File: config.mk
export PLATFORM = sky130hd
export DESIGN_NAME = tlwta_lane
export DESIGN_NICKNAME = d
export VERILOG_FILES = /design/src/sv/tlwta_pkg.sv /design/src/sv/tlwta_ram.sv /design/src/sv/tlwta_lane.sv
export SDC_FILE = /design/constraint.sdc
export NUM_CORES = 1
export LEC_CHECK = 0
export CORE_MARGIN = 5
export CORE_UTILIZATION = 35
export CTS_CLUSTER_SIZE = 24
export DETAILED_ROUTE_END_ITERATION = 7
export DONT_BUFFER_PORTS = 1
export PLACE_DENSITY = 0.59
export SLEW_MARGIN = 40
export SYNTH_ARGS = -nofsm -noshare
export SYNTH_HDL_FRONTEND = slang
export SYNTH_SLANG_ARGS = --single-unit
export TNS_END_PERCENT = 1
File: constraint.sdc
create_clock -name clock -period 4.63 [get_ports clock]
set_input_delay 0.2315 -clock clock [delete_from_list [all_inputs] [get_ports clock]]
set_output_delay 0.2315 -clock clock [all_outputs]
set_load 0.1 [all_outputs]
File: src/sv/tlwta_pkg.sv
`timescale 1ns / 1ps
// ----------------------------------------------------------------------------
// tlwta_pkg
// Shared widths, request codes and lane control type for the two-layer
// winner-take-all network.
// ----------------------------------------------------------------------------
package tlwta_pkg;

   localparam int NUM_INPUTS           = 5;
   localparam int NUM_HIDDEN_DEFAULT   = 8;
   localparam int NUM_OUTPUTS_DEFAULT  = 3;

   localparam int IN_W     = 8;    // one network input, unsigned integer
   localparam int WEIGHT_W = 16;   // Q8.8 weight
   localparam int INDEX_W  = 6;    // flat weight index
   localparam int HID_W    = 32;   // hidden sum, Q.8
   localparam int OUT_W    = 48;   // output sum, Q.16
   localparam int ONODE_W  = 3;    // output node number

   // One row of the input-to-hidden store: the inputs plus the bias input.
   localparam int IH_ROW   = NUM_INPUTS + 1;
   // Hidden lanes multiply a zero-extended input by a weight.
   localparam int HOP_W    = IN_W + 1;
   localparam int HACC_W   = HOP_W + WEIGHT_W + $clog2(IH_ROW);

   // The hidden bias is 1.0 in Q.8.
   localparam int HID_BIAS = 256;

   typedef enum logic [1:0] {
      ACT_LOAD_IH = 2'd0,
      ACT_LOAD_HO = 2'd1,
      ACT_EVAL    = 2'd2
   } action_type;

   typedef struct packed {
      logic issue;   // a weight read and a product start this cycle
      logic first;   // this product starts a new sum
   } lane_ctrl_type;

endpackage

File: src/sv/tlwta_ram.sv
`timescale 1ns / 1ps
// ----------------------------------------------------------------------------
// tlwta_ram
// Generic single-write, single-read RAM with a registered read port.
// ----------------------------------------------------------------------------
module tlwta_ram #(
   parameter int WIDTH = 16,
   parameter int DEPTH = 8
) (
   input  logic                     clock,
   input  logic                     wr_en,
   input  logic [$clog2(DEPTH)-1:0] wr_addr,
   input  logic [WIDTH-1:0]         wr_data,
   input  logic [$clog2(DEPTH)-1:0] rd_addr,
   output logic [WIDTH-1:0]         rd_data
);

   logic [WIDTH-1:0] mem [DEPTH];
   logic [WIDTH-1:0] rd_data_ff;

   always_ff @(posedge clock) begin
      if (wr_en) begin
         mem[wr_addr] <= wr_data;
      end
      rd_data_ff <= mem[rd_addr];
   end

   assign rd_data = rd_data_ff;

endmodule

File: src/sv/tlwta_lane.sv
`timescale 1ns / 1ps
// ----------------------------------------------------------------------------
// tlwta_lane
// One multiply-accumulate lane with its own weight store: read, multiply and
// accumulate stages lie between an issue and the updated sum.
// ----------------------------------------------------------------------------
module tlwta_lane #(
   parameter int OP_W  = tlwta_pkg::HOP_W,
   parameter int DEPTH = tlwta_pkg::IH_ROW,
   parameter int ACC_W = tlwta_pkg::HACC_W
) (
   input  logic                                   clock,
   input  logic                                   reset,
   input  logic                                   wr_en,
   input  logic [$clog2(DEPTH)-1:0]               wr_addr,
   input  logic signed [tlwta_pkg::WEIGHT_W-1:0]  wr_data,
   input  tlwta_pkg::lane_ctrl_type               ctrl,
   input  logic [$clog2(DEPTH)-1:0]               rd_addr,
   input  logic signed [OP_W-1:0]                 operand,
   output logic signed [ACC_W-1:0]                acc
);

   localparam int PROD_W = OP_W + tlwta_pkg::WEIGHT_W;

   logic [tlwta_pkg::WEIGHT_W-1:0]        rd_data;
   logic signed [tlwta_pkg::WEIGHT_W-1:0] weight;
   logic signed [OP_W-1:0]                op_ff;
   logic signed [PROD_W-1:0]              prod_ff;
   logic signed [ACC_W-1:0]               acc_ff;
   logic signed [ACC_W-1:0]               acc_in;
   logic                                  v1_ff;
   logic                                  v2_ff;
   logic                                  first1_ff;
   logic                                  first2_ff;

   tlwta_ram #(
      .WIDTH (tlwta_pkg::WEIGHT_W),
      .DEPTH (DEPTH)
   ) u_ram (
      .clock   (clock),
      .wr_en   (wr_en),
      .wr_addr (wr_addr),
      .wr_data (wr_data),
      .rd_addr (rd_addr),
      .rd_data (rd_data)
   );

   assign weight = signed'(rd_data);

   always_comb begin
      acc_in = acc_ff;
      if (v2_ff) begin
         acc_in = first2_ff ? ACC_W'(prod_ff) : acc_ff + ACC_W'(prod_ff);
      end
   end

   always_ff @(posedge clock) begin
      if (reset) begin
         v1_ff <= 1'b0;
         v2_ff <= 1'b0;
      end else begin
         v1_ff <= ctrl.issue;
         v2_ff <= v1_ff;
      end
      first1_ff <= ctrl.first;
      first2_ff <= first1_ff;
      op_ff     <= operand;
      prod_ff   <= op_ff * weight;
      acc_ff    <= acc_in;
   end

   assign acc = acc_ff;

endmodule

# ---- Word-level counts from Yosys, hierarchy flattened
# Memory sizes are Yosys's and may differ from the RTL's. A register that Yosys moved wholly into a read port is not among the register bits.
# Index checks and enable logic that the tools add are counted.
dict set report op_classes {
  n_addsub 1
  n_mul 1
  muxes 3
}
# op count
set op_table {}
lappend op_table {{adder 28 x 25 -> 28 bit} 1}
lappend op_table {{2-to-1 mux 28 bit} 1}
lappend op_table {{multiplier 9 x 16 -> 25 bit} 1}
lappend op_table {{2-to-1 mux 1 bit} 2}
dict set report totals {
  regBits 66
  ramBits 96
  inputBits 36
  elab_cells 13
  memories 1
}
# memory depth word_bits read_ports rd_clocked_by_memory_dff write_ports line
set memory_table {}
lappend memory_table {u_ram.mem 6 16 1 1 1 tlwta_ram.sv:18} ;# logic [WIDTH-1:0] mem [DEPTH];

# ---- Depth between registers and ports, before layout
# Gate-level depths: netlist (run 1).
dict set report logic_depth {
  ltp_word 2
  depth_mapped 19
  ltp_nobuf 18
}

# ---- Modules after synthesis
# Synthesis (run 1) repeated with hierarchy kept, for this count alone.
dict set report unflattened {
  cells_unflattened 1071
  hier_area_um2 12162.9
}
# mod instances cells_per_inst area_each_um2
set by_module_without_submodules {}
lappend by_module_without_submodules {tlwta_lane 1 856 8075.2}
lappend by_module_without_submodules {tlwta_ram 1 215 4087.7}

# ---- Worst setup path after synthesis (run 1)
# OpenSTA, ideal clock, no wires.
dict set report synth_path {
  kind {register to register}
  startpoint {register op_ff[1]}
  endpoint {register prod_ff[23]}
  setup_ns 0.095
  t_arrival_ns 4.788
  required_ns 4.535
  slack_ns -0.253
  path_stages_with_launch 19
  synth_period_minus_slack_ns 4.883
  cell_sequence {dfxtp_1 > clkbuf_1 > nand2_1 > fa_1 > inv_1 > fa_1 > inv_1 > fa_1 > inv_1 > fa_1 > fa_1 > ha_1 > a21o_1 > a21oi_1 > nand2_1 > a31oi_4 > o21ai_2 > or4_1 > o311ai_1}
}
dict set report synth_via {
  elab_chain_cells 1
}
# element line
set synth_rtl {}
lappend synth_rtl {{start, declared} tlwta_lane.sv:27} ;# logic signed [OP_W-1:0] op_ff;
lappend synth_rtl {{start signal, assigned} tlwta_lane.sv:67} ;# op_ff <= operand;
lappend synth_rtl {{multiplier 9 x 16 -> 25 bit} tlwta_lane.sv:68} ;# prod_ff <= op_ff * weight;
lappend synth_rtl {{end signal, assigned} tlwta_lane.sv:68}
lappend synth_rtl {{end, declared} tlwta_lane.sv:28} ;# logic signed [PROD_W-1:0] prod_ff;
# Every way passes these cells.
# A chain may end at the register's enable or synchronous reset.

# ---- Worst setup path in the final report (run 1)
dict set report layout_path {
  startpoint {register op_ff[0]}
  endpoint {register prod_ff[23]}
}
# Same word-level chain as after synthesis.

==> impl_metrics.toml, run 1 <==
[route]
drt_iter0_drc = 411
via_per_inst = 4.722
dr.pass1.iters = 5
num_vias = 7980
drcViolationCount = 0
drt-wirelength-per-cell_um = 14.81
drt-total-wl_um = 25030
ant_nets = 0

[critical_path]
endpoint_kind = "register"
critPathArrivalTime_ns = 4.98
path_class = "register to register"
crit_required_ns = 4.98
cp_max_fo = 6
crit_path_start_kind = "register"

[timing]
setup_ws_ns = 0.0009797
period_needed_ns = 4.629
min_period_over_period_pct = 99.98
fmax_mhz = 216.0
finClkSkew_ns = 0.01582
setup_viol = 0
drv_slew = 0
worstMarginPinSlew_ns = 0.5715
rsz0062_at_grt = "true"
slew_headroom_pct = 61.50
hold_viol = 0

[clock_network]
numCtsBuffers = 17
ctsLongestPathBuffers = 2
cts_tree = "built"
cts.sink_count = 178
clock-root-buffer = "clkbuf_16"
clkSlewWorstSetupHoldPaths_ns = 0.08
worst_skew_pair.late_latency_ns = 0.45
htreeDepth = 4

[yosys]
yosys.cell_types.count = 69
syn_area_per_cell_sq_um = 11.37
syn_nets = 1319
syn_area_sq_um = 12320
yosys_warnings = 0
synth_ff_type = "edfxtp_1"
synth_edf_count = 124
async_flop_share_pct = 0
ys_seq_elements = 178
netlist_instances = 1084
ys_seq_area_share_pct = 39.00

[pwr]
ir_drop_mv = 0.4735
p_leak_nw = 6.419
power_density_nw_per_um2 = 789.3

[flow_run]
drv_cap = 0

[floorplan]
start_util_pct = 35.58
core-area_sq_um = 34630
placementRows = 68
io_pins = 64
die-area_sq_um = 39050
die_h_um = 197.6
die_w_um = 197.6

[place]
place_ws_ns = -0.2734
gp_congestion = 0.8617
dpl.cell_count = 1614
place_hpwl_um = 19370
io_buffers = 0

[cells_and_area]
fin_nets = 1457
n_antenna_cell = 0
final_cell_count_no_fill = 1690
area_growth_pct = 23.85
drive_above_1_share_pct = 21.38

[grt]
grt_start_max_net_pins = 32
antenna_found_initial = 0
track_usage_pct = 13.52
grt-ovfl-total = 0
first_global_vias = 8522
grt_pass1_wl_um = 42660

[outcome]
outcome = "complete, no violations"

[min_path]
hp-class = "input pin to register"
## worst paths after layout
kind	startpoint	to	slack (ns)	depth (start not counted)
max	op_ff[0]$_DFF_P_	prod_ff[23]$_DFF_P_	0.001	15
min	wr_addr[1]	u_ram.mem[1][1]$_DFFE_PP_	0.02	1
max reg2reg	op_ff[0]$_DFF_P_	prod_ff[23]$_DFF_P_	0.001	15
min reg2reg	first1_ff$_DFF_P_	first2_ff$_DFF_P_	0.33	0
## registers in the layout, summed over array words and instances, names as in the netlist
register / cells
acc: 28
first1_ff: 1
first2_ff: 1
op_ff: 9
prod_ff: 25
u_ram.mem: 96
u_ram.rd_data: 16
v1_ff: 1
v2_ff: 1
## cells in the mapped netlist (2+ instances only)
master | instances | area share [%]
nand2_1 | 126 | 3.8
edfxtp_1 | 124 | 30
fa_1 | 120 | 19
inv_1 | 114 | 3.5
ha_1 | 79 | 8.0
and2_1 | 59 | 3.0
a21oi_1 | 54 | 2.2
dfxtp_1 | 54 | 8.8
nor2_1 | 54 | 1.6
o21ai_0 | 44 | 1.8
clkbuf_1 | 34 | 1.0
xnor2_1 | 26 | 1.8
mux2i_1 | 18 | 1.5
mux4_2 | 16 | 2.9
xor2_1 | 16 | 1.1
a21o_1 | 13 | 0.79
nor3_1 | 11 | 0.45
nand2b_1 | 9 | 0.46
o21a_1 | 9 | 0.55
nand3_1 | 8 | 0.32
nor2b_1 | 7 | 0.36
a211oi_1 | 6 | 0.37
o211ai_1 | 6 | 0.37
nand4_1 | 5 | 0.25
a21boi_0 | 4 | 0.24
buf_2 | 4 | 0.16
a31oi_1 | 3 | 0.15
and3_1 | 3 | 0.15
and4_1 | 3 | 0.21
o21bai_1 | 3 | 0.18
o31ai_1 | 3 | 0.18
or2_2 | 3 | 0.15
a211o_1 | 2 | 0.14
a311oi_1 | 2 | 0.14
buf_6 | 2 | 0.18
clkbuf_8 | 2 | 0.22
mux2_2 | 2 | 0.18
o21ai_1 | 2 | 0.081
o21ai_2 | 2 | 0.14
o221ai_1 | 2 | 0.14
o31a_1 | 2 | 0.14
## critical path, cell delays in order (launching register included)
cell	delay, ns
dfxtp_4	0.41
nand2_2	0.07
fa_1	0.53
inv_1	0.05
fa_1	0.48
fa_1	0.52
fa_1	0.53
fa_2	0.46
ha_4	0.18
a21o_1	0.18
a21oi_2	0.20
nand2_2	0.10
a31oi_4	0.22
o21ai_2	0.09
or4_4	0.43
o311ai_4	0.07
## layout make-up
| class | count | area (sq um) |
|---|---|---|
| flip-flops and latches | 178 | 4856 |
| well taps | 455 | 569.3 |
| fillers | 3148 | 19370 |
| clock buffers | 17 | 425.4 |
| inverters | 114 | 427.9 |
| repair buffers | 163 | 1619 |
| clock inverters | 15 | 214.0 |
| multi-input cells | 748 | 7148 |
## cells by family after synthesis
family          Yosys count  share of synthesized area, %
buf+inv                 158                         5.179
compound gates          175                         9.384
xor+xnor                 42                         2.986
mux                      36                         4.570
flops                   178                         39.00
fa+ha+maj               199                         27.52
simple gates            296                         11.36
## stage by stage
| step | hold WS, ns | utilization, % | cell area, sq um | TNS, ns | power [mW] |
|---|---|---|---|---|---|
| after floorplan | 0.2592 | - | 12380 | -0.006025 | 7.530 |
| after global placement | 0.2593 | 38.80 | 13440 | -0.7396 | 9.493 |
| after detailed placement | 0.2593 | 40.26 | 13940 | -1.369 | 9.667 |
| after CTS | 0.004103 | 43.47 | 15050 | -0.2345 | 11.52 |
| after global routing | 0.004909 | 44.07 | 15260 | -0.8783 | 13.27 |
| final | 0.01996 | 44.07 | 15260 | 0 | 12.05 |
## cells in the final DEF, fill, tap and decap left out, types with 11 or more instances in the layout
cell type and instances:
a21o_1 13, a21oi_1 49, and2_1 59, buf_16 14
buf_4 98, clkbuf_16 17, dfxtp_1 35, dfxtp_4 11
dlygate4sd3_1 30, edfxtp_1 124, fa_1 112, ha_1 68
inv_1 109, mux2i_1 18, mux4_2 16, nand2_1 121
nor2_1 48, o21ai_0 43, xnor2_1 26, xor2_1 16
## report_power, final
part,switching [mW],internal [mW]
Sequential,0.150,2.02
Clock,0.772,0.755
Combinational,4.15,4.20
Total,5.07,6.98
## per-layer routing
layer,GRT usage [%],vias up,wire [um]
met3,2.490,26,867
met5,0,-,0
met2,23.17,135,12420
met4,3.724,0,302
met1,17.66,3845,11440
li1,-,3974,-
## timing repair
action                                 4_1_cts  5_1_grt
resized for setup                           46       35
setup endpoints to repair                    7        8
endpoints found under the hold margin      124        0
hold buffers                                31        0
setup buffers                                6        7
pin swaps                                   27       28
No activity file was read; power rests on OpenSTA's default activity.
==> inputs of run 2 (changes only) <==
- ABC_AREA: not set -> 1
- CORE_ASPECT_RATIO: not set -> 0.6
==> run 2 against run 1 <==
  * Non-clock buffer count fell by 29
  * Sequential power barely moved
  * Sequential share of layout area fell by 1.2 points
  * Synthesized cell count rose by 38%
  * Cell count rose by 26%
  * Power fell by 2.7%
  * Die area rose by 6.7%
  * Critical endpoint unchanged
  * Largest cell class unchanged
==> impl_metrics.toml, run 2 <==
[outcome]
outcome = "complete, no violations"

[grt]
grt_start_max_net_pins = 50
antenna_found_initial = 0
track_usage_pct = 16.48
grt-ovfl-total = 0
grt_pass1_wl_um = 54540
first_global_vias = 10140

[place]
dpl.cell_count = 2063
place_hpwl_um = 25550
gp_congestion = 0.9484
io_buffers = 0

[route]
drt-total-wl_um = 33040
ant_nets = 0
drt-wirelength-per-cell_um = 15.55
drt_iter0_drc = 948
dr.pass1.iters = 5
drcViolationCount = 0
via_per_inst = 4.778
num_vias = 10154

[yosys]
synth_edf_count = 124
netlist_instances = 1501
synth_area_leaders = "edfxtp_1, fa_1, nand2_1"
syn_nets = 1736
synthTopCellsByCount = "nand2_1, inv_1, edfxtp_1, fa_1"
syn_area_per_cell_sq_um = 8.762
yosysTopAreaCell = "edfxtp_1"
yosys.cell_types.count = 37
yosys_warnings = 0
yosysTopAreaCellShare_pct = 28.31
ys_seq_area_share_pct = 36.53
synth_most_common_cell = "nand2_1"
syn_area_sq_um = 13150
async_flop_share_pct = 0
synth_ff_type = "edfxtp_1"
ys_seq_elements = 178

[pwr]
p_leak_nw = 7.666
power_density_nw_per_um2 = 741.9
total_power_mw = 11.72
ir_drop_mv = 0.5035

[critical_path]
cp_num_buf_inv = 3
crit_slowest_cell = "fa_1"
critPathArrivalTime_ns = 4.81
crit_path_start_kind = "register"
path_class = "register to register"
crit_required_ns = 4.99
endpoint_kind = "register"
cpPeakStageDelay_ns = 0.52
crit_chain = "inv_2, buf_4, or2_2, fa_1, fa_1, inv_1, fa_1, fa_1, ha_1, ha_2, nand2_2, o21ai_0, a21oi_1, nand3_1, xor2_1"
cpLargestDelayFamily = "adder cells"
cp_max_fo = 9
cp_common_cell = "fa_1"

[cells_and_area]
largest_reg_flops = 96
regMostFlops = "u_ram.mem"
fin_nets = 1834
seq_area_sq_um = 4837
fillerInstances = 3596
multi_input_area_sq_um = 7264
final_cell_count_no_fill = 2125
n_antenna_cell = 0
area_growth_pct = 20.12
final_common_cell = "nand2_1"
layout_common_cells = "nand2_1, inv_1, edfxtp_1"
drive_above_1_share_pct = 13.09

[floorplan]
core-area_sq_um = 37370
die-area_sq_um = 41680
die_h_um = 160.2
placementRows = 55
io_pins = 64
start_util_pct = 35.20
die_w_um = 260.3

[timing]
fin_tns_setup_ns = 0
period_needed_ns = 4.446
hold_viol = 0
fmax_mhz = 224.9
min_period_over_period_pct = 96.02
finClkSkew_ns = 0.01669
drv_slew = 0
slew_headroom_pct = 60.06
worstMarginPinSlew_ns = 0.5985
setup_viol = 0

[clock_network]
cts.sink_count = 178
clkSlewWorstSetupHoldPaths_ns = 0.07
htreeDepth = 4
numCtsBuffers = 17
ctsLongestPathBuffers = 2
worst_skew_pair.late_latency_ns = 0.45
clock-root-buffer = "clkbuf_16"
cts_tree = "built"

[min_path]
hp-class = "input pin to register"

[flow_run]
drv_cap = 0
[run 2: timing repair]
action	4_1_cts	5_1_grt
hold endpoints to repair	124	0
resized for setup	9	45
setup buffers	0	1
hold buffers	29	0
setup endpoints to repair	9	14
pin swaps	0	5
[run 2: power breakdown]
part	switching [mW]	leakage, nW	internal (mW)	total, mW
clock network	0.682	0.287	0.792	1.47
registers	0.175	1.59	2.00	2.17
logic	4.75	5.79	3.33	8.07
[run 2: final timing paths]
path                      from                        to  slack (ns)  depth (start not counted)
max           op_ff[8]$_DFF_P_       prod_ff[23]$_DFF_P_        0.18                         15
min reg2reg  first1_ff$_DFF_P_         first2_ff$_DFF_P_        0.34                          0
min                 rd_addr[0]  u_ram.rd_data[1]$_DFF_P_        0.04                          2
max reg2reg   op_ff[8]$_DFF_P_       prod_ff[23]$_DFF_P_        0.18                         15
[run 2: kinds of logic after synthesis]
family | share of synthesized area [%]
DFF | 36.53
AOI/OAI and AO/OA | 7.002
buffers and inverters | 9.333
adders and majority gates | 25.78
and+or+nand+nor | 19.68
xor gates and xnor gates | 1.665
[run 2: area by class of cell]
type | instances | area share, %
Clock buffer | 20 | 2.891
Clock inverter | 12 | 0.8633
Inverter | 270 | 6.415
Multi-Input combinational cell | 998 | 45.98
Sequential cell | 178 | 30.62
Tap cell | 513 | 4.063
Timing Repair Buffer | 134 | 9.164
[run 2: per-layer routing]
metal | global-route usage (%) | wire length, um
met1 | 26.35 | 17410
met5 | 0 | 0
met3 | 3.903 | 2309
met4 | 3.575 | 320
met2 | 22.34 | 13010
[run 2: through the flow]
| step | cell area [sq um] | setup WS, ns | hold slack (ns) | utilization, % |
|---|---|---|---|---|
| after global routing | 15800 | -0.01504 | 0.01607 | 42.28 |
| after global placement | 14160 | -0.3478 | 0.2593 | 37.89 |
| final | 15800 | 0.1841 | 0.04113 | 42.28 |
| after floorplan | 13150 | 0.09998 | 0.2592 | - |
| after detailed placement | 14730 | -0.3039 | 0.2593 | 39.43 |
| after CTS | 15640 | 0.02003 | 0.01393 | 41.84 |
[run 2: worst register-to-register path, delay by kind of cell (launching register included)]
| kind | cells | cell delay, ns |
|---|---|---|
| AO/OA/AOI/OAI | 2 | 0.32 |
| XOR/XNOR | 1 | 0.17 |
| adder cells (fa/ha/maj) | 6 | 2.66 |
| buffers and inverters | 3 | 0.32 |
| flip-flops | 1 | 0.37 |
| AND/OR/NAND/NOR | 3 | 0.53 |
