===== src/sv/tlwta_pkg.sv =====
`timescale 1ns / 1ps
// ----------------------------------------------------------------------------
// tlwta_pkg
// Shared widths, request codes and lane control type for the two-layer
// winner-take-all network.
// ----------------------------------------------------------------------------
package tlwta_pkg;

   localparam int NUM_INPUTS           = 5;
   localparam int NUM_HIDDEN_DEFAULT   = 8;
   localparam int NUM_OUTPUTS_DEFAULT  = 3;

   localparam int IN_W     = 8;    // one network input, unsigned integer
   localparam int WEIGHT_W = 16;   // Q8.8 weight
   localparam int INDEX_W  = 6;    // flat weight index
   localparam int HID_W    = 32;   // hidden sum, Q.8
   localparam int OUT_W    = 48;   // output sum, Q.16
   localparam int ONODE_W  = 3;    // output node number

   // One row of the input-to-hidden store: the inputs plus the bias input.
   localparam int IH_ROW   = NUM_INPUTS + 1;
   // Hidden lanes multiply a zero-extended input by a weight.
   localparam int HOP_W    = IN_W + 1;
   localparam int HACC_W   = HOP_W + WEIGHT_W + $clog2(IH_ROW);

   // The hidden bias is 1.0 in Q.8.
   localparam int HID_BIAS = 256;

   typedef enum logic [1:0] {
      ACT_LOAD_IH = 2'd0,
      ACT_LOAD_HO = 2'd1,
      ACT_EVAL    = 2'd2
   } action_type;

   typedef struct packed {
      logic issue;   // a weight read and a product start this cycle
      logic first;   // this product starts a new sum
   } lane_ctrl_type;

endpackage


===== src/sv/tlwta_channels.sv =====


interface tlwta_rsp_if;
   logic                                  valid;
   logic                                  ready;
   logic [tlwta_pkg::ONODE_W-1:0]         output_index;
   logic signed [tlwta_pkg::OUT_W-1:0]    output_value;
   logic                                  last;

   modport source (output valid, output_index, output_value, last, input ready);
   modport sink   (input valid, output_index, output_value, last, output ready);
endinterface



===== src/sv/tlwta_merge.sv =====
`timescale 1ns / 1ps
// ----------------------------------------------------------------------------
// tlwta_merge
// Finds the first strict maximum of the output sums and sends one result per
// output node through a registered output stage.
// ----------------------------------------------------------------------------
module tlwta_merge #(
   parameter int NUM_OUTPUTS = tlwta_pkg::NUM_OUTPUTS_DEFAULT
) (
   input  logic                                clock,
   input  logic                                reset,
   input  logic                                start,
   input  logic                                wta,
   input  logic signed [tlwta_pkg::OUT_W-1:0]  res [NUM_OUTPUTS],
   output logic                                done,
   tlwta_rsp_if.source                         rsp_if
);

   localparam int SEL_W = (NUM_OUTPUTS > 1) ? $clog2(NUM_OUTPUTS) : 1;
   localparam logic [SEL_W-1:0] LAST_SEL = SEL_W'(NUM_OUTPUTS - 1);

   typedef enum logic [2:0] {
      M_IDLE = 3'b001,
      M_SCAN = 3'b010,
      M_EMIT = 3'b100
   } mstate_type;

   mstate_type                          mstate_ff, mstate_in;
   logic [SEL_W-1:0]                    sel_ff, sel_in;
   logic [SEL_W-1:0]                    best_ff, best_in;
   logic signed [tlwta_pkg::OUT_W-1:0]  best_val_ff, best_val_in;
   logic                                out_valid_ff, out_valid_in;
   logic [tlwta_pkg::ONODE_W-1:0]       out_index_ff, out_index_in;
   logic signed [tlwta_pkg::OUT_W-1:0]  out_value_ff, out_value_in;
   logic                                out_last_ff, out_last_in;
   logic signed [tlwta_pkg::OUT_W-1:0]  cur;
   logic                                load;

   assign cur  = res[sel_ff];
   assign load = !out_valid_ff || rsp_if.ready;

   always_comb begin
      mstate_in    = mstate_ff;
      sel_in       = sel_ff;
      best_in      = best_ff;
      best_val_in  = best_val_ff;
      out_valid_in = out_valid_ff && !rsp_if.ready;
      out_index_in = out_index_ff;
      out_value_in = out_value_ff;
      out_last_in  = out_last_ff;
      done         = 1'b0;
      unique case (mstate_ff)
         M_IDLE: begin
            if (start) begin
               best_in     = '0;
               best_val_in = res[0];
               if (NUM_OUTPUTS > 1) begin
                  sel_in    = SEL_W'(1);
                  mstate_in = M_SCAN;
               end else begin
                  sel_in    = '0;
                  mstate_in = M_EMIT;
               end
            end
         end
         M_SCAN: begin
            // Strictly greater only, so an equal later sum leaves the earlier one.
            if (cur > best_val_ff) begin
               best_in     = sel_ff;
               best_val_in = cur;
            end
            if (sel_ff == LAST_SEL) begin
               sel_in    = '0;
               mstate_in = M_EMIT;
            end else begin
               sel_in = sel_ff + SEL_W'(1);
            end
         end
         M_EMIT: begin
            if (load) begin
               out_valid_in = 1'b1;
               out_index_in = tlwta_pkg::ONODE_W'(sel_ff);
               out_value_in = (!wta || sel_ff == best_ff) ? cur : '0;
               out_last_in  = (sel_ff == LAST_SEL);
               if (sel_ff == LAST_SEL) begin
                  mstate_in = M_IDLE;
                  done      = 1'b1;
               end else begin
                  sel_in = sel_ff + SEL_W'(1);
               end
            end
         end
         default: begin
            mstate_in = M_IDLE;
         end
      endcase
   end

   always_ff @(posedge clock) begin
      if (reset) begin
         mstate_ff    <= M_IDLE;
         out_valid_ff <= 1'b0;
      end else begin
         mstate_ff    <= mstate_in;
         out_valid_ff <= out_valid_in;
      end
      sel_ff       <= sel_in;
      best_ff      <= best_in;
      best_val_ff  <= best_val_in;
      out_index_ff <= out_index_in;
      out_value_ff <= out_value_in;
      out_last_ff  <= out_last_in;
   end

   assign rsp_if.valid        = out_valid_ff;
   assign rsp_if.output_index = out_index_ff;
   assign rsp_if.output_value = out_value_ff;
   assign rsp_if.last         = out_last_ff;

endmodule

===== src/flat_wrapper.sv =====
// flat-port wrapper written by rule: the top's interface ports become plain ports
module tlwta_merge_flat 
#(
   parameter int NUM_OUTPUTS = tlwta_pkg::NUM_OUTPUTS_DEFAULT
)
  (clock, reset, start, wta, res, done, rsp_if_valid, rsp_if_output_index, rsp_if_output_value, rsp_if_last, rsp_if_ready);
  tlwta_rsp_if rsp_if_i ();
  input  logic clock;
  input  logic reset;
  input  logic start;
  input  logic wta;
  input  logic signed [tlwta_pkg::OUT_W-1:0] res[NUM_OUTPUTS];
  output logic done;
  output wire logic [$bits(rsp_if_i.valid)-1:0] rsp_if_valid;
  output wire logic [$bits(rsp_if_i.output_index)-1:0] rsp_if_output_index;
  output wire logic [$bits(rsp_if_i.output_value)-1:0] rsp_if_output_value;
  output wire logic [$bits(rsp_if_i.last)-1:0] rsp_if_last;
  input wire logic [$bits(rsp_if_i.ready)-1:0] rsp_if_ready;
  assign rsp_if_valid = rsp_if_i.valid;
  assign rsp_if_output_index = rsp_if_i.output_index;
  assign rsp_if_output_value = rsp_if_i.output_value;
  assign rsp_if_last = rsp_if_i.last;
  assign rsp_if_i.ready = rsp_if_ready;
  tlwta_merge #(.NUM_OUTPUTS(NUM_OUTPUTS)) u_core (.clock(clock), .reset(reset), .start(start), .wta(wta), .res(res), .done(done), .rsp_if(rsp_if_i));
endmodule

===== config.mk =====
export PLATFORM = sky130hd
export DESIGN_NAME = tlwta_merge_flat
export DESIGN_NICKNAME = d
export VERILOG_FILES = /design/src/sv/tlwta_pkg.sv /design/src/sv/tlwta_channels.sv /design/src/sv/tlwta_merge.sv /design/src/flat_wrapper.sv
export SDC_FILE = /design/constraint.sdc
export NUM_CORES = 1
export LEC_CHECK = 0
export BUFFER_PORTS_ARGS = -buffer_cell sky130_fd_sc_hd__buf_4
export CAP_MARGIN = 20
export CORE_ASPECT_RATIO = 0.9
export CORE_MARGIN = 4
export CORE_UTILIZATION = 52
export CTS_CLUSTER_SIZE = 20
export DETAILED_ROUTE_END_ITERATION = 8
export GPL_ROUTABILITY_DRIVEN = 0
export PLACE_DENSITY_LB_ADDON = 0.08
export SYNTH_ARGS = -nofsm -noshare
export SYNTH_HDL_FRONTEND = slang
export SYNTH_SLANG_ARGS = --single-unit

===== constraint.sdc =====
create_clock -name clock -period 7.7 [get_ports clock]
set_input_delay 1.54 -clock clock [delete_from_list [all_inputs] [get_ports clock]]
set_output_delay 1.54 -clock clock [all_outputs]
set_load 0.005 [all_outputs]

Word level (Yosys, flattened, before mapping)
Index checks and enable logic that the tools add are counted.
{"block": "word_totals", "regBits": 107, "inputBits": 149, "output_inout_bits": 54, "wordCells": 59}
{"block": "op_classes", "addsub": 1, "n_lt_le_gt_ge": 2, "eq_ne": 11, "muxes": 24, "bitwise_logic": 1, "n_reduce_logical": 12}
{"op": "$mux W48", "count": 4}
{"op": "$bmux W48 S2", "count": 1}
{"op": "$pmux W48 S2", "count": 1}
{"op": "$gt A48 B48 Y1", "count": 1}
{"op": "$mux W2", "count": 6}
{"op": "$mux W3", "count": 4}
{"op": "$pmux W3 S3", "count": 1}
{"op": "$ne A2 B1 Y1 const B", "count": 4}
{"op": "$reduce_and A4 Y1", "count": 2}
{"op": "$pmux W2 S3", "count": 1}
{"op": "$mux W1", "count": 5}
{"op": "$ne A2 B2 Y1 const B", "count": 2}
{"op": "$pmux W2 S2", "count": 1}
{"op": "$eq A3 B1 Y1 const B", "count": 1}
{"op": "$eq A3 B2 Y1 const B", "count": 1}
{"op": "$eq A3 B3 Y1 const B", "count": 1}
{"op": "$ge A3 B3 Y1 const B", "count": 1}
{"op": "$logic_not A1 Y1", "count": 3}
{"op": "$not A2 Y3", "count": 1}
{"op": "$reduce_and A3 Y1", "count": 1}
{"op": "$reduce_bool A3 Y1", "count": 1}
{"op": "$add A2 B1 Y2 const B", "count": 1}
{"op": "$eq A2 B2 Y1", "count": 1}
{"op": "$eq A2 B2 Y1 const B", "count": 1}
{"op": "other kinds (4)", "count": 5}

Depth between registers and ports, before layout
Gate-level depths: netlist of the first run.
{"block": "logic_depth", "depth_word": 7, "depth_mapped": 15, "depth_no_buf": 12}

Least setup slack after synthesis of the first run
Ideal clock, no wire load.
{"block": "synth_timing", "path_type": "input-to-reg", "startpoint": "input res[70] (netlist bit)", "endpoint": "register u_core.best_ff[0] (enable)", "setup_ns": 0.452, "arrival_time_ns": 5.569, "t_required_ns": 7.248, "setup_slack_ns": 1.679, "path_stages": 12, "path_buffers": 0, "cell_sequence": "mux2i_1 nor2_1 a21oi_1 inv_1 ha_1 nand4_1 or2_0 or4_4 a21o_1 a21oi_2 nor4_1 o32ai_2"}
{"block": "synth_via", "elab_chain_cells": 6}
{"element": "start: declaration", "line": "flat_wrapper.sv:12", "text": "input logic signed [tlwta_pkg::OUT_W-1:0] res[NUM_OUTPUTS];"}
{"element": "$bmux W48 S2", "line": "tlwta_merge.sv:39", "text": "assign cur = res[sel_ff];"}
{"element": "$mux W48 (not written as such) (2 in a row)", "line": "tlwta_merge.sv:39"}
{"element": "via u_core.cur, one bit", "line": "tlwta_merge.sv:36", "text": "logic signed [tlwta_pkg::OUT_W-1:0] cur;"}
{"element": "$gt A48 B48 Y1", "line": "tlwta_merge.sv:68", "text": "if (cur > best_val_ff) begin"}
{"element": "$ne A2 B1 Y1 (no line)"}
{"element": "$reduce_and A3 Y1 (no line)"}
{"element": "end signal: assignment", "line": "tlwta_merge.sv:108", "text": "best_ff <= best_in;"}
{"element": "end: declaration", "line": "tlwta_merge.sv:30", "text": "logic [SEL_W-1:0] best_ff, best_in;"}
The timed path passes the listed nets, and every way through them passes these cells. The select of a mux whose other input is x is not followed.
A chain may end at the register's enable or synchronous reset.

Final worst setup path of the first run
{"block": "layout_timing", "startpoint": "register u_core.sel_ff[0]", "endpoint": "register u_core.best_val_ff[18] (netlist bit) (enable)"}
{"block": "layout_via", "elab_chain_cells": 7}
{"element": "start: declaration", "line": "tlwta_merge.sv:29", "text": "logic [SEL_W-1:0] sel_ff, sel_in;"}
{"element": "start signal: assignment", "line": "tlwta_merge.sv:107", "text": "sel_ff <= sel_in;"}
{"element": "$not A2 Y3 (not written as such)", "line": "tlwta_merge.sv:39"}
{"element": "$bmux W48 S2", "line": "tlwta_merge.sv:39"}
{"element": "$mux W48 (not written as such) (2 in a row)", "line": "tlwta_merge.sv:39"}
{"element": "via u_core.cur, one bit", "line": "tlwta_merge.sv:36"}
{"element": "$gt A48 B48 Y1", "line": "tlwta_merge.sv:68"}
{"element": "$ne A2 B1 Y1 (no line)"}
{"element": "$reduce_and A3 Y1 (no line)"}
{"element": "end signal: assignment", "line": "tlwta_merge.sv:109", "text": "best_val_ff <= best_val_in;"}
{"element": "end: declaration", "line": "tlwta_merge.sv:31", "text": "logic signed [tlwta_pkg::OUT_W-1:0] best_val_ff, best_val_in;"}
The timed path passes the listed nets, and every way through them passes these cells. The select of a mux whose other input is x is not followed.

==> impl_metrics.xml, run 1 <==
<?xml version="1.0" encoding="UTF-8"?>
<metrics>
  <group name="status">
    <metric name="run_status" unit="">completed</metric>
  </group>
  <group name="clocking">
    <metric name="post_cts_hold_buffer_count" unit="">0</metric>
    <metric name="clkSlewWorstSetupHoldPaths" unit="ns">0.07</metric>
    <metric name="tritoncts_buffer_count" unit="">9</metric>
    <metric name="htree_num_levels" unit="">3</metric>
    <metric name="clock_root_buffer" unit="">sky130_fd_sc_hd__clkbuf_16</metric>
    <metric name="post_cts_resize_count" unit="">0</metric>
    <metric name="cts_sinks" unit="">107</metric>
    <metric name="clock_insertion_delay_worst_skew" unit="ns">0.35</metric>
    <metric name="number_of_setup_buffers_added_after_cts" unit="">0</metric>
    <metric name="clock_path_buffers" unit="">2</metric>
    <metric name="tritoncts" unit="">done</metric>
  </group>
  <group name="finish">
    <metric name="finish.utilization" unit="%">69.6</metric>
    <metric name="postLayoutCellArea" unit="sq um">8430</metric>
    <metric name="finish.cell_count_without_fillers" unit="">1037</metric>
    <metric name="insertedDiodeCount" unit="">0</metric>
    <metric name="final_nets" unit="">1072</metric>
    <metric name="drive_above_1_share" unit="%">26.6</metric>
    <metric name="syn2layout_area_growth" unit="%">30.4</metric>
    <metric name="fillCellCount" unit="">962</metric>
    <metric name="multiInputGateArea" unit="sq um">2830</metric>
    <metric name="register_area" unit="sq um">3170</metric>
  </group>
  <group name="global_routing">
    <metric name="gr-usage-all-layers" unit="%">22.2</metric>
    <metric name="grt.overflow.total" unit="">0</metric>
    <metric name="grt_start_max_net_pins" unit="">97</metric>
    <metric name="antenna_found_initial" unit="">0</metric>
    <metric name="first_pass_grt_wire_length" unit="microns">25600</metric>
    <metric name="first_global_vias" unit="">5344</metric>
  </group>
  <group name="synthesis">
    <metric name="synth.net_count" unit="">886</metric>
    <metric name="mapped_area" unit="sq um">6470</metric>
    <metric name="combinational_family_with_the_most_area_after_synthesis" unit="">simple AND/OR/NAND/NOR gates</metric>
    <metric name="synthCells" unit="">686</metric>
    <metric name="synth_compound_area_share" unit="%">12.5</metric>
    <metric name="yosys.area_share.adder" unit="%">9.87</metric>
    <metric name="synth.top_cell.area_share" unit="%">47.8</metric>
    <metric name="number_of_distinct_library_cells_after_synthesis" unit="">41</metric>
    <metric name="synth_simple_gate_area_share" unit="%">12.9</metric>
    <metric name="warnings_from_yosys" unit="">0</metric>
    <metric name="synth.ff_latch_count" unit="">107</metric>
    <metric name="synthXorXnorAreaFrac" unit="%">0.271</metric>
    <metric name="syn-mean-instance-area" unit="sq um">9.43</metric>
    <metric name="synth_mux_area_share" unit="%">7.43</metric>
    <metric name="ys_seq_area_share" unit="%">49.1</metric>
    <metric name="synth_area_leader_cell" unit="">sky130_fd_sc_hd__edfxtp_1</metric>
    <metric name="synth.area.top_cells" unit="">sky130_fd_sc_hd__edfxtp_1, sky130_fd_sc_hd__ha_1, sky130_fd_sc_hd__a21oi_1</metric>
  </group>
  <group name="sta">
    <metric name="finalWorstPathRequiredPeriod" unit="ns">4.96</metric>
    <metric name="fin_crit_sh" unit="%">64.4</metric>
    <metric name="timing.clock.skew" unit="ns">0.0117</metric>
    <metric name="hold_viol" unit="">0</metric>
    <metric name="rsz_0062_raised_after_global_routing" unit="">no</metric>
    <metric name="setup_total_negative_slack" unit="ns">0</metric>
    <metric name="setup_violation_total_in_the_final_timing_report" unit="">0</metric>
    <metric name="maxClockFrequency" unit="MHz">202</metric>
    <metric name="transition_at_the_pin_with_the_smallest_max_transition_slack" unit="ns">0.955</metric>
    <metric name="slew_viol_final" unit="">0</metric>
    <metric name="relSlewSlack" unit="%">36.4</metric>
  </group>
  <group name="floorplanning">
    <metric name="dieArea" unit="sq um">14300</metric>
    <metric name="count_of_boundary_i_o_pins" unit="">203</metric>
    <metric name="height_of_the_die" unit="microns">114</metric>
    <metric name="core_area" unit="sq um">12100</metric>
    <metric name="initial_cell_density_of_the_core" unit="%">53.3</metric>
    <metric name="die_width" unit="microns">126</metric>
    <metric name="placement_rows" unit="">38</metric>
  </group>
  <group name="routing">
    <metric name="wl" unit="microns">16100</metric>
    <metric name="post_drt_via_cell_ratio" unit="">5.20</metric>
    <metric name="drt_pass1_iterations" unit="">5</metric>
    <metric name="routed_wire_length_per_instance" unit="microns">15.5</metric>
    <metric name="first_iter_violations" unit="">322</metric>
    <metric name="remaining_drc_errors" unit="">0</metric>
    <metric name="detail-route-antenna-nets" unit="">0</metric>
    <metric name="routed-via-count" unit="">5394</metric>
  </group>
  <group name="flow_run">
    <metric name="maxCapViolCount" unit="">0</metric>
  </group>
  <group name="worst_setup_path">
    <metric name="path_class" unit="">reg2reg</metric>
    <metric name="critPathMaxFanout" unit="">54</metric>
    <metric name="critPathTopFamily" unit="">buffers and inverters</metric>
    <metric name="series_of_cell_instances_along_the_critical_path" unit="">buf_4 &gt; nor2_4 &gt; buf_16 &gt; a21oi_1 &gt; inv_1 &gt; ha_1 &gt; nand4_1 &gt; nor4_2 &gt; nand2_4 &gt; o311ai_0 &gt; nor4_1 &gt; o32ai_4 &gt; buf_4</metric>
    <metric name="critical-path-top-cell-by-count" unit="">sky130_fd_sc_hd__buf_4</metric>
    <metric name="slowest_delay" unit="ns">0.71</metric>
    <metric name="crit_path_top_delay_cell" unit="">sky130_fd_sc_hd__buf_4</metric>
    <metric name="worstPathRequired" unit="ns">7.72</metric>
    <metric name="crit_path_start_kind" unit="">register</metric>
    <metric name="crit_arrival" unit="ns">4.98</metric>
    <metric name="timing.critical_path.buf_inv" unit="">4</metric>
    <metric name="critPathCaptureType" unit="">register</metric>
  </group>
  <group name="min_path">
    <metric name="worstHoldPathType" unit="">reg2reg</metric>
  </group>
  <group name="placement">
    <metric name="detailedPlacementHpwl" unit="microns">11700</metric>
    <metric name="detailed_place.area" unit="sq um">8140</metric>
    <metric name="dp_cell_count" unit="">1020</metric>
    <metric name="port_buffers" unit="">201</metric>
  </group>
  <group name="pwr">
    <metric name="power.share.clock" unit="%">31.2</metric>
    <metric name="intPower" unit="mW">1.02</metric>
    <metric name="cellPowerDensity" unit="nW/um^2">164</metric>
    <metric name="p_leak" unit="nW">4.24</metric>
    <metric name="finalPower" unit="mW">1.38</metric>
    <metric name="peakVddDrop" unit="V">0.000140</metric>
    <metric name="power_frac_comb" unit="%">19.7</metric>
    <metric name="p_sw_share" unit="%">25.8</metric>
    <metric name="power.share.sequential" unit="%">49.1</metric>
    <metric name="switching_power" unit="mW">0.356</metric>
  </group>
</metrics>
==> cell families after synthesis <==
| logic type | Yosys count |
|---|---|
| simple gates | 196 |
| compound gates | 147 |
| xor+xnor | 2 |
| flops | 107 |
| fa+ha+maj | 51 |
| buf+inv | 134 |
| mux | 48 |
| other cells | 1 |
==> area by class of cell <==
type                       count  share of cell area, %
sequential                   107                   37.6
multi-input combinational    445                   33.6
timing repair buffer         209                   18.8
inverter                     100                   4.45
clock buffer                  14                   3.01
tap                          160                   2.37
clock inverter                 2                  0.148
==> cells in the final DEF (no fill, tap or decap), types with 2 or more instances in the layout <==
cell	instances
sky130_fd_sc_hd__a21oi_1	119
sky130_fd_sc_hd__nor2_4	2
sky130_fd_sc_hd__nor2b_1	4
sky130_fd_sc_hd__a21boi_0	2
sky130_fd_sc_hd__nand2_1	8
sky130_fd_sc_hd__mux2i_1	48
sky130_fd_sc_hd__ha_1	51
sky130_fd_sc_hd__dfxtp_1	4
sky130_fd_sc_hd__edfxtp_1	103
sky130_fd_sc_hd__nor3_1	4
sky130_fd_sc_hd__clkbuf_16	9
sky130_fd_sc_hd__a211oi_1	3
sky130_fd_sc_hd__a22oi_1	3
sky130_fd_sc_hd__clkbuf_1	4
sky130_fd_sc_hd__inv_1	100
sky130_fd_sc_hd__a21o_1	6
sky130_fd_sc_hd__nand2b_1	3
sky130_fd_sc_hd__xnor2_1	2
sky130_fd_sc_hd__nand4_1	11
sky130_fd_sc_hd__or2_2	2
sky130_fd_sc_hd__o21ai_0	4
sky130_fd_sc_hd__buf_4	208
sky130_fd_sc_hd__nand3_1	6
sky130_fd_sc_hd__nor2_1	148
==> Yosys cell counts <==
library cell,n
sky130_fd_sc_hd__nor4_2,1
sky130_fd_sc_hd__conb_1,1
sky130_fd_sc_hd__or4_4,1
sky130_fd_sc_hd__o21a_1,1
sky130_fd_sc_hd__nor2_1,150
sky130_fd_sc_hd__o311ai_0,1
sky130_fd_sc_hd__nor3_1,4
sky130_fd_sc_hd__clkbuf_1,25
sky130_fd_sc_hd__and2_1,1
sky130_fd_sc_hd__nor4_1,1
sky130_fd_sc_hd__buf_1,7
sky130_fd_sc_hd__dfxtp_1,4
sky130_fd_sc_hd__inv_1,100
sky130_fd_sc_hd__nand3b_1,1
sky130_fd_sc_hd__a21oi_2,1
sky130_fd_sc_hd__ha_1,51
sky130_fd_sc_hd__nand2_1,8
sky130_fd_sc_hd__nand3_1,6
sky130_fd_sc_hd__nand4_1,11
sky130_fd_sc_hd__a22oi_1,3
sky130_fd_sc_hd__o32ai_2,1
sky130_fd_sc_hd__or2_2,2
sky130_fd_sc_hd__o41ai_1,1
sky130_fd_sc_hd__buf_2,1
sky130_fd_sc_hd__a21oi_1,119
sky130_fd_sc_hd__o21ai_0,4
sky130_fd_sc_hd__nand2_4,1
sky130_fd_sc_hd__nand2b_1,3
sky130_fd_sc_hd__a211oi_1,3
sky130_fd_sc_hd__xnor2_1,2
sky130_fd_sc_hd__o21a_2,1
sky130_fd_sc_hd__o31ai_1,1
sky130_fd_sc_hd__o211ai_1,1
sky130_fd_sc_hd__a21boi_0,3
sky130_fd_sc_hd__buf_4,1
sky130_fd_sc_hd__a21o_1,6
sky130_fd_sc_hd__o21bai_1,1
sky130_fd_sc_hd__or2_0,1
sky130_fd_sc_hd__edfxtp_1,103
sky130_fd_sc_hd__mux2i_1,48
sky130_fd_sc_hd__nor2b_1,5
==> state kept, by name, indices dropped and copies added (netlist names) <==
name,flops
u_core.best_val_ff,48
u_core.rsp_if.output_value,48
u_core.mstate_ff,3
u_core.best_ff,2
u_core.rsp_if.output_index,2
u_core.sel_ff,2
u_core.rsp_if.last,1
u_core.rsp_if.valid,1
==> per-stage QoR <==
step	hold slack (ns)	setup WS (ns)
2_1_floorplan	0.452	1.68
3_3_place_gp	0.503	2.57
3_5_place_dp	0.526	2.49
4_1_cts	0.537	2.63
5_1_grt	0.564	2.42
6_report	0.537	2.74
==> path summary, 6_finish.rpt <==
kind,startpoint,endpoint,slack (ns),depth (start not counted)
min reg2reg,u_core.mstate_ff[0],u_core.mstate_ff[2],0.54,1
min,u_core.mstate_ff[0],u_core.mstate_ff[2],0.54,1
max,u_core.sel_ff[0],u_core.best_val_ff[18],2.74,13
max reg2reg,u_core.sel_ff[0],u_core.best_val_ff[18],2.74,13
==> power by group through the flow <==
stage	clock [mW]	sequential (mW)	combinational [mW]
floorplan	0	0.689	0.160
global placement	0	0.689	0.263
detailed placement	0	0.690	0.271
CTS	0.438	0.677	0.273
global route	0.467	0.679	0.310
finish	0.430	0.677	0.272
==> layer usage <==
layer | GRT usage (%) | part of all wire, % | wire length [microns] | vias to the layer above
li1 | - | - | - | 2706
met1 | 28.1 | 43 | 6880 | 2509
met2 | 38.7 | 50 | 8040 | 166
met3 | 5.43 | 6.3 | 1020 | 13
met4 | 5.42 | 1.1 | 181 | 0
met5 | 0 | 0 | 0 | -
Note: power is estimated with default switching activity, not from simulation.
==> run 2, diff against run 1 <==
--- a/config.mk
+++ b/config.mk
@@ -5,11 +5,12 @@
 export SDC_FILE = /design/constraint.sdc
 export NUM_CORES = 1
 export LEC_CHECK = 0
+export ABC_AREA = 1
 export BUFFER_PORTS_ARGS = -buffer_cell sky130_fd_sc_hd__buf_4
 export CAP_MARGIN = 20
 export CORE_ASPECT_RATIO = 0.9
 export CORE_MARGIN = 4
-export CORE_UTILIZATION = 52
+export CORE_UTILIZATION = 47
 export CTS_CLUSTER_SIZE = 20
 export DETAILED_ROUTE_END_ITERATION = 8
 export GPL_ROUTABILITY_DRIVEN = 0
==> constraint.sdc (replaced) <==
create_clock -name clock -period 4.2 [get_ports clock]
set_input_delay 0.84 -clock clock [delete_from_list [all_inputs] [get_ports clock]]
set_output_delay 0.84 -clock clock [all_outputs]
set_load 0.005 [all_outputs]
==> run 2 against run 1 <==
Cell count increased by 18%. First-iteration DRC count grew 22%. Critical endpoint is now u_core.best_val_ff[43]. Clock skew decreased by 0.0033 ns. Global-route usage fell by 0.24 points. Area after synthesis up 4.1%. Synthesized cell count grew 22%. Fmax grew 34%. Register-to-register slack lost 2.3 ns.
==> impl_metrics.xml, run 2 <==
<?xml version="1.0" encoding="UTF-8"?>
<metrics>
  <group name="floorplanning">
    <metric name="dieArea" unit="sq um">16300</metric>
    <metric name="die_width" unit="microns">134</metric>
    <metric name="initial_cell_density_of_the_core" unit="%">48.1</metric>
    <metric name="height_of_the_die" unit="microns">122</metric>
    <metric name="core_area" unit="sq um">14000</metric>
    <metric name="count_of_boundary_i_o_pins" unit="">203</metric>
    <metric name="placement_rows" unit="">41</metric>
  </group>
  <group name="finish">
    <metric name="fillCellCount" unit="">1279</metric>
    <metric name="final_common_cell" unit="">sky130_fd_sc_hd__nand2_1</metric>
    <metric name="insertedDiodeCount" unit="">0</metric>
    <metric name="syn2layout_area_growth" unit="%">29.9</metric>
    <metric name="final_nets" unit="">1224</metric>
    <metric name="multiInputGateArea" unit="sq um">2980</metric>
    <metric name="drive_above_1_share" unit="%">26.8</metric>
    <metric name="finish.cell_count_without_fillers" unit="">1222</metric>
    <metric name="register_area" unit="sq um">3170</metric>
    <metric name="layout_common_cells" unit="">sky130_fd_sc_hd__nand2_1, sky130_fd_sc_hd__buf_4, sky130_fd_sc_hd__edfxtp_1</metric>
  </group>
  <group name="global_routing">
    <metric name="gr_layer_usage_met3" unit="%">4.29</metric>
    <metric name="grt_util_met1" unit="%">29.9</metric>
    <metric name="grt.overflow.total" unit="">0</metric>
    <metric name="grt_start_max_net_pins" unit="">53</metric>
    <metric name="grtUsageMet2" unit="%">35.9</metric>
    <metric name="gr-usage-all-layers" unit="%">22.0</metric>
    <metric name="antenna_found_initial" unit="">0</metric>
    <metric name="first_pass_grt_wire_length" unit="microns">28400</metric>
    <metric name="first_global_vias" unit="">5756</metric>
    <metric name="gr-max-usage-layer" unit="">met2</metric>
  </group>
  <group name="worst_setup_path">
    <metric name="path_class" unit="">reg2reg</metric>
    <metric name="worst_r2r_path_depth" unit="">15</metric>
    <metric name="timing.critical_path.buf_inv" unit="">3</metric>
    <metric name="slowest_delay" unit="ns">0.67</metric>
    <metric name="critical-path-top-cell-by-count" unit="">sky130_fd_sc_hd__nand2_1</metric>
    <metric name="critPathTopFamily" unit="">buffers and inverters</metric>
    <metric name="series_of_cell_instances_along_the_critical_path" unit="">inv_2 &gt; buf_4 &gt; nor2_1 &gt; o21ai_1 &gt; ha_1 &gt; a21oi_1 &gt; o21ai_0 &gt; nor2_1 &gt; nand2_1 &gt; nand2_1 &gt; nand3_1 &gt; nand2_1 &gt; nand3_1 &gt; a21oi_4 &gt; buf_4</metric>
    <metric name="crit_path_start_kind" unit="">register</metric>
    <metric name="worstPathRequired" unit="ns">4.22</metric>
    <metric name="critPathMaxFanout" unit="">26</metric>
    <metric name="crit_arrival" unit="ns">3.73</metric>
    <metric name="critPathCaptureType" unit="">register</metric>
    <metric name="cp_depth" unit="">15</metric>
    <metric name="crit_path_top_delay_cell" unit="">sky130_fd_sc_hd__edfxtp_1</metric>
  </group>
  <group name="synthesis">
    <metric name="syn-mean-instance-area" unit="sq um">8.06</metric>
    <metric name="synth_commonest_cells" unit="">sky130_fd_sc_hd__nand2_1, sky130_fd_sc_hd__edfxtp_1, sky130_fd_sc_hd__inv_1, sky130_fd_sc_hd__nor2_1, sky130_fd_sc_hd__o21ai_1</metric>
    <metric name="synth_area_leader_cell" unit="">sky130_fd_sc_hd__edfxtp_1</metric>
    <metric name="number_of_distinct_library_cells_after_synthesis" unit="">37</metric>
    <metric name="synth.top_cell.area_share" unit="%">45.9</metric>
    <metric name="synth.area.top_cells" unit="">sky130_fd_sc_hd__edfxtp_1, sky130_fd_sc_hd__nand2_1, sky130_fd_sc_hd__ha_1</metric>
    <metric name="warnings_from_yosys" unit="">0</metric>
    <metric name="ys_seq_area_share" unit="%">47.1</metric>
    <metric name="synth.ff_latch_count" unit="">107</metric>
    <metric name="synth_async_sr_flop_share" unit="%">0</metric>
    <metric name="yosys_most_used_dff" unit="">sky130_fd_sc_hd__edfxtp_1</metric>
    <metric name="mapped_area" unit="sq um">6730</metric>
    <metric name="synthMostInstantiatedCell" unit="">sky130_fd_sc_hd__nand2_1</metric>
    <metric name="post_synth_edffs" unit="">103</metric>
    <metric name="synth.net_count" unit="">1035</metric>
    <metric name="synthCells" unit="">835</metric>
  </group>
  <group name="sta">
    <metric name="setup_total_negative_slack" unit="ns">0</metric>
    <metric name="relSlewSlack" unit="%">53.1</metric>
    <metric name="transition_at_the_pin_with_the_smallest_max_transition_slack" unit="ns">0.700</metric>
    <metric name="hold_viol" unit="">0</metric>
    <metric name="finalWorstPathRequiredPeriod" unit="ns">3.71</metric>
    <metric name="setup_violation_total_in_the_final_timing_report" unit="">0</metric>
    <metric name="post_route_worst_setup_slack" unit="ns">0.488</metric>
    <metric name="rsz_0062_raised_after_global_routing" unit="">no</metric>
    <metric name="slew_viol_final" unit="">0</metric>
    <metric name="fin_crit_sh" unit="%">88.4</metric>
    <metric name="timing.clock.skew" unit="ns">0.00840</metric>
    <metric name="maxClockFrequency" unit="MHz">269</metric>
  </group>
  <group name="clocking">
    <metric name="clock_root_buffer" unit="">sky130_fd_sc_hd__clkbuf_16</metric>
    <metric name="post_cts_resize_count" unit="">0</metric>
    <metric name="htree_num_levels" unit="">3</metric>
    <metric name="number_of_setup_buffers_added_after_cts" unit="">0</metric>
    <metric name="clock_insertion_delay_worst_skew" unit="ns">0.35</metric>
    <metric name="post_cts_hold_buffer_count" unit="">0</metric>
    <metric name="tritoncts_buffer_count" unit="">9</metric>
    <metric name="clkSlewWorstSetupHoldPaths" unit="ns">0.07</metric>
    <metric name="clock_path_buffers" unit="">2</metric>
    <metric name="tritoncts" unit="">done</metric>
    <metric name="cts_sinks" unit="">107</metric>
  </group>
  <group name="pwr">
    <metric name="p_leak" unit="nW">4.38</metric>
    <metric name="cellPowerDensity" unit="nW/um^2">599</metric>
    <metric name="peakVddDrop" unit="V">0.000320</metric>
  </group>
  <group name="routing">
    <metric name="wl" unit="microns">18000</metric>
    <metric name="routed_wire_length_per_instance" unit="microns">14.7</metric>
    <metric name="post_drt_via_cell_ratio" unit="">4.93</metric>
    <metric name="first_iter_violations" unit="">392</metric>
    <metric name="drt_pass1_iterations" unit="">5</metric>
    <metric name="detail-route-antenna-nets" unit="">0</metric>
    <metric name="remaining_drc_errors" unit="">0</metric>
    <metric name="routed-via-count" unit="">6026</metric>
  </group>
  <group name="status">
    <metric name="run_status" unit="">completed</metric>
  </group>
  <group name="placement">
    <metric name="placement.setup.worst_slack" unit="ns">0.466</metric>
    <metric name="port_buffers" unit="">201</metric>
    <metric name="dp_cell_count" unit="">1206</metric>
    <metric name="detailedPlacementHpwl" unit="microns">13200</metric>
  </group>
  <group name="flow_run">
    <metric name="maxCapViolCount" unit="">0</metric>
  </group>
  <group name="min_path">
    <metric name="hold_depth" unit="">2</metric>
    <metric name="worstHoldPathType" unit="">reg2reg</metric>
  </group>
</metrics>
## run 2: final cells by class
type / count / area share [%]
Timing Repair Buffer: 214 / 18.5
Sequential cell: 107 / 36.3
Inverter: 118 / 5.07
Clock inverter: 6 / 0.644
Clock buffer: 10 / 2.62
Tap cell: 193 / 2.76
Multi-Input combinational cell: 574 / 34.1
## run 2: path summary, 6_finish.rpt
check	slack (ns)	from	to
worst min-delay path	0.55	u_core.mstate_ff[2]	u_core.mstate_ff[2]
worst max register to register	0.49	u_core.sel_ff[0]	u_core.best_val_ff[43]
worst max-delay path	0.49	u_core.sel_ff[0]	u_core.best_val_ff[43]
worst min register to register	0.55	u_core.mstate_ff[2]	u_core.mstate_ff[2]
## run 2: stage by stage
| stage | instance area, sq um | power (mW) | utilization, % | hold slack, ns |
|---|---|---|---|---|
| after detailed placement | 8460 | 4.44 | 60.4 | 0.541 |
| after global routing | 8740 | 5.75 | 62.4 | 0.581 |
| after global placement | 8460 | 4.40 | 60.4 | 0.527 |
| final | 8740 | 5.24 | 62.4 | 0.554 |
| after floorplan | 6740 | 3.66 | - | 0.510 |
| after CTS | 8740 | 5.29 | 62.4 | 0.549 |
## run 2: cell families (layout without fill, tap and decap cells)
family                     count (synthesis)  count (layout)  synth area share (%)
and+or+nand+nor                          386             386                  22.5
buffers and inverters                    154             348                  9.03
AOI/OAI and AO/OA                        134             134                  11.6
DFF                                      107             107                  47.1
adders and majority gates                 51              51                  9.48
xor gates and xnor gates                   2               2                 0.260
other                                      1               1                0.0557
## run 2: where the power goes
group,internal (mW),switching (mW),total [mW]
combinational,0.938,1.68,2.62
sequential,1.68,0.110,1.79
clock,0.458,0.376,0.834
## run 2: metal layers
metal / part of all wire [%] / up-vias / wire length [microns]
met3: 7.0 / 25 / 1260
met5: 0 / - / 0
met2: 46 / 218 / 8360
met1: 44 / 2717 / 8000
li1: - / 3066 / -
met4: 2.0 / 0 / 368
## run 2: tightest hold or removal path: cells and delay by family, from the launching register on
kind | cells | cell delay, ns
buffers and inverters | 1 | 0.10
flip-flops | 1 | 0.34
AO/OA/AOI/OAI | 1 | 0.07
==> run 3, diff against run 2 <==
--- a/config.mk
+++ b/config.mk
@@ -10,11 +10,11 @@
 export CAP_MARGIN = 20
 export CORE_ASPECT_RATIO = 0.9
 export CORE_MARGIN = 4
-export CORE_UTILIZATION = 47
+export CORE_UTILIZATION = 35
 export CTS_CLUSTER_SIZE = 20
 export DETAILED_ROUTE_END_ITERATION = 8
 export GPL_ROUTABILITY_DRIVEN = 0
-export PLACE_DENSITY_LB_ADDON = 0.08
+export PLACE_DENSITY = 0.6
 export SYNTH_ARGS = -nofsm -noshare
 export SYNTH_HDL_FRONTEND = slang
 export SYNTH_SLANG_ARGS = --single-unit
==> run 3 against run 2 <==
Clock power rose by 3.7%. Via count rose by 0.18%. Non-clock buffer count rose by 4. First-iteration DRC count fell by 22%. Hold slack got worse by 0.0014 ns. Core utilization fell by 15 points. Setup slack improved by 0.10 ns. Largest cell class unchanged. Total power rose by 1.6%. Sequential power barely moved. Die area rose by 32%.
==> impl_metrics.xml, run 3 (same netlist as run 2, synthesis figures left out) <==
<?xml version="1.0" encoding="UTF-8"?>
<metrics>
  <group name="global_routing">
    <metric name="first_pass_grt_wire_length" unit="microns">30800</metric>
    <metric name="grt_start_max_net_pins" unit="">53</metric>
    <metric name="grt.overflow.total" unit="">0</metric>
    <metric name="grtUsageMet2" unit="%">29.8</metric>
    <metric name="gr_layer_usage_met3" unit="%">3.88</metric>
    <metric name="antenna_found_initial" unit="">0</metric>
    <metric name="gr-usage-all-layers" unit="%">17.8</metric>
    <metric name="first_global_vias" unit="">5994</metric>
    <metric name="grt_util_met1" unit="%">23.8</metric>
    <metric name="gr-max-usage-layer" unit="">met2</metric>
  </group>
  <group name="floorplanning">
    <metric name="placement_rows" unit="">47</metric>
    <metric name="die_width" unit="microns">154</metric>
    <metric name="core_area" unit="sq um">18600</metric>
    <metric name="initial_cell_density_of_the_core" unit="%">36.1</metric>
    <metric name="count_of_boundary_i_o_pins" unit="">203</metric>
    <metric name="dieArea" unit="sq um">21500</metric>
    <metric name="height_of_the_die" unit="microns">140</metric>
  </group>
  <group name="clocking">
    <metric name="clock_insertion_delay_worst_skew" unit="ns">0.35</metric>
    <metric name="clock_path_buffers" unit="">2</metric>
    <metric name="htree_num_levels" unit="">3</metric>
    <metric name="post_cts_resize_count" unit="">0</metric>
    <metric name="cts_sinks" unit="">107</metric>
    <metric name="tritoncts" unit="">done</metric>
    <metric name="tritoncts_buffer_count" unit="">9</metric>
    <metric name="number_of_setup_buffers_added_after_cts" unit="">0</metric>
    <metric name="clkSlewWorstSetupHoldPaths" unit="ns">0.08</metric>
    <metric name="post_cts_hold_buffer_count" unit="">0</metric>
    <metric name="clock_root_buffer" unit="">sky130_fd_sc_hd__clkbuf_16</metric>
  </group>
  <group name="routing">
    <metric name="remaining_drc_errors" unit="">0</metric>
    <metric name="first_iter_violations" unit="">306</metric>
    <metric name="routed_wire_length_per_instance" unit="microns">15.3</metric>
    <metric name="detail-route-antenna-nets" unit="">0</metric>
    <metric name="drt_pass1_iterations" unit="">5</metric>
    <metric name="routed-via-count" unit="">6037</metric>
    <metric name="wl" unit="microns">19500</metric>
    <metric name="post_drt_via_cell_ratio" unit="">4.72</metric>
  </group>
  <group name="pwr">
    <metric name="cellPowerDensity" unit="nW/um^2">602</metric>
    <metric name="power.share.sequential" unit="%">33.3</metric>
    <metric name="power_frac_comb" unit="%">50.4</metric>
    <metric name="intPower" unit="mW">3.10</metric>
    <metric name="p_sw_share" unit="%">41.8</metric>
    <metric name="peakVddDrop" unit="V">0.000280</metric>
    <metric name="power.share.clock" unit="%">16.2</metric>
    <metric name="p_leak" unit="nW">4.40</metric>
    <metric name="switching_power" unit="mW">2.23</metric>
  </group>
  <group name="sta">
    <metric name="fin_crit_sh" unit="%">85.9</metric>
    <metric name="relSlewSlack" unit="%">43.2</metric>
    <metric name="timing.clock.skew" unit="ns">0.00801</metric>
    <metric name="transition_at_the_pin_with_the_smallest_max_transition_slack" unit="ns">0.851</metric>
    <metric name="slew_viol_final" unit="">0</metric>
    <metric name="setup_total_negative_slack" unit="ns">0</metric>
    <metric name="hold_viol" unit="">0</metric>
    <metric name="setup_violation_total_in_the_final_timing_report" unit="">0</metric>
    <metric name="rsz_0062_raised_after_global_routing" unit="">no</metric>
    <metric name="maxClockFrequency" unit="MHz">277</metric>
    <metric name="finalWorstPathRequiredPeriod" unit="ns">3.61</metric>
  </group>
  <group name="finish">
    <metric name="final_nets" unit="">1228</metric>
    <metric name="postLayoutCellArea" unit="sq um">8850</metric>
    <metric name="layout_common_cells" unit="">sky130_fd_sc_hd__nand2_1, sky130_fd_sc_hd__buf_4, sky130_fd_sc_hd__edfxtp_1</metric>
    <metric name="syn2layout_area_growth" unit="%">31.4</metric>
    <metric name="finish.utilization" unit="%">47.5</metric>
    <metric name="insertedDiodeCount" unit="">0</metric>
    <metric name="final_common_cell" unit="">sky130_fd_sc_hd__nand2_1</metric>
    <metric name="drive_above_1_share" unit="%">27.1</metric>
  </group>
  <group name="status">
    <metric name="run_status" unit="">completed</metric>
  </group>
  <group name="worst_setup_path">
    <metric name="worst_r2r_path_depth" unit="">19</metric>
    <metric name="path_class" unit="">reg2reg</metric>
    <metric name="crit_path_start_kind" unit="">register</metric>
    <metric name="critPathCaptureType" unit="">register</metric>
    <metric name="worstPathRequired" unit="ns">4.20</metric>
    <metric name="cp_startpoint" unit="">u_core.sel_ff[1]</metric>
    <metric name="crit_arrival" unit="ns">3.61</metric>
    <metric name="rr_startpoint" unit="">u_core.sel_ff[1]</metric>
    <metric name="critPathMaxFanout" unit="">31</metric>
  </group>
  <group name="placement">
    <metric name="detailed_place.area" unit="sq um">8550</metric>
    <metric name="port_buffers" unit="">201</metric>
    <metric name="detailedPlacementHpwl" unit="microns">14200</metric>
  </group>
  <group name="min_path">
    <metric name="hold_depth" unit="">2</metric>
    <metric name="worstHoldPathType" unit="">reg2reg</metric>
    <metric name="hold_path_startpoint" unit="">u_core.mstate_ff[2]</metric>
  </group>
  <group name="flow_run">
    <metric name="maxCapViolCount" unit="">0</metric>
  </group>
</metrics>
run 3: changes by cell type in the layout (fill, tap and decap cells not counted):
| cell | delta |
|---|---|
| sky130_fd_sc_hd__buf_4 | +4 |
| sky130_fd_sc_hd__clkinv_2 | -2 |
| sky130_fd_sc_hd__clkinv_4 | +1 |
| sky130_fd_sc_hd__inv_6 | +1 |
run 3: final timing paths:
check                                               to  slack, ns
worst max-delay path            u_core.best_val_ff[45]       0.59
worst min-delay path               u_core.mstate_ff[2]       0.55
worst max register to register  u_core.best_val_ff[45]       0.59
worst min register to register     u_core.mstate_ff[2]       0.55
run 3: power by group through the flow:
stage | Sequential [mW] | Combinational, mW | Clock [mW]
after floorplan | 1.81 | 1.85 | 0
after global placement | 1.79 | 2.68 | 0
after detailed placement | 1.80 | 2.72 | 0
after CTS | 1.78 | 2.74 | 0.891
after global routing | 1.80 | 3.11 | 0.930
final | 1.77 | 2.69 | 0.865
run 3: layout make-up:
type / instances / area, sq um
clock buffers: 10 / 229
repair buffers: 218 / 1650
inverters: 118 / 443
fillers: 1859 / 9790
flip-flops and latches: 107 / 3170
multi-input cells: 574 / 2980
well taps: 245 / 307
clock inverters: 6 / 63.8
run 3: stage by stage:
stage          power (mW)  hold slack [ns]  setup WS [ns]  instances
2_1_floorplan        3.66            0.510          0.143        835
3_3_place_gp         4.47            0.522          0.681       1262
3_5_place_dp         4.52            0.540          0.591       1262
4_1_cts              5.41            0.548          0.555       1278
5_1_grt              5.84            0.574          0.168       1278
6_report             5.33            0.553          0.591       1278
run 3: worst max-delay path: stages, from the launching register on:
cell and delay (ns):
sky130_fd_sc_hd__edfxtp_1 0.46, sky130_fd_sc_hd__inv_2 0.46, sky130_fd_sc_hd__buf_4 0.30, sky130_fd_sc_hd__o21ai_0 0.10, sky130_fd_sc_hd__o21ai_1 0.26, sky130_fd_sc_hd__ha_1 0.29, sky130_fd_sc_hd__nand2_1 0.08, sky130_fd_sc_hd__inv_1 0.04
sky130_fd_sc_hd__nand2_1 0.05, sky130_fd_sc_hd__nand2_1 0.05, sky130_fd_sc_hd__nand2_1 0.06, sky130_fd_sc_hd__nand2_1 0.06, sky130_fd_sc_hd__nand2_1 0.06, sky130_fd_sc_hd__nand2_1 0.07, sky130_fd_sc_hd__nand2_1 0.08, sky130_fd_sc_hd__nand3_1 0.06
sky130_fd_sc_hd__nand2_1 0.06, sky130_fd_sc_hd__nand3_1 0.10, sky130_fd_sc_hd__a21oi_4 0.15, sky130_fd_sc_hd__buf_4 0.41
run 3: layer usage:
metal	share of wire (%)	routed length, microns
met4	1.1	207
met1	46	9020
met3	6.5	1260
met2	46	9030
met5	0	0
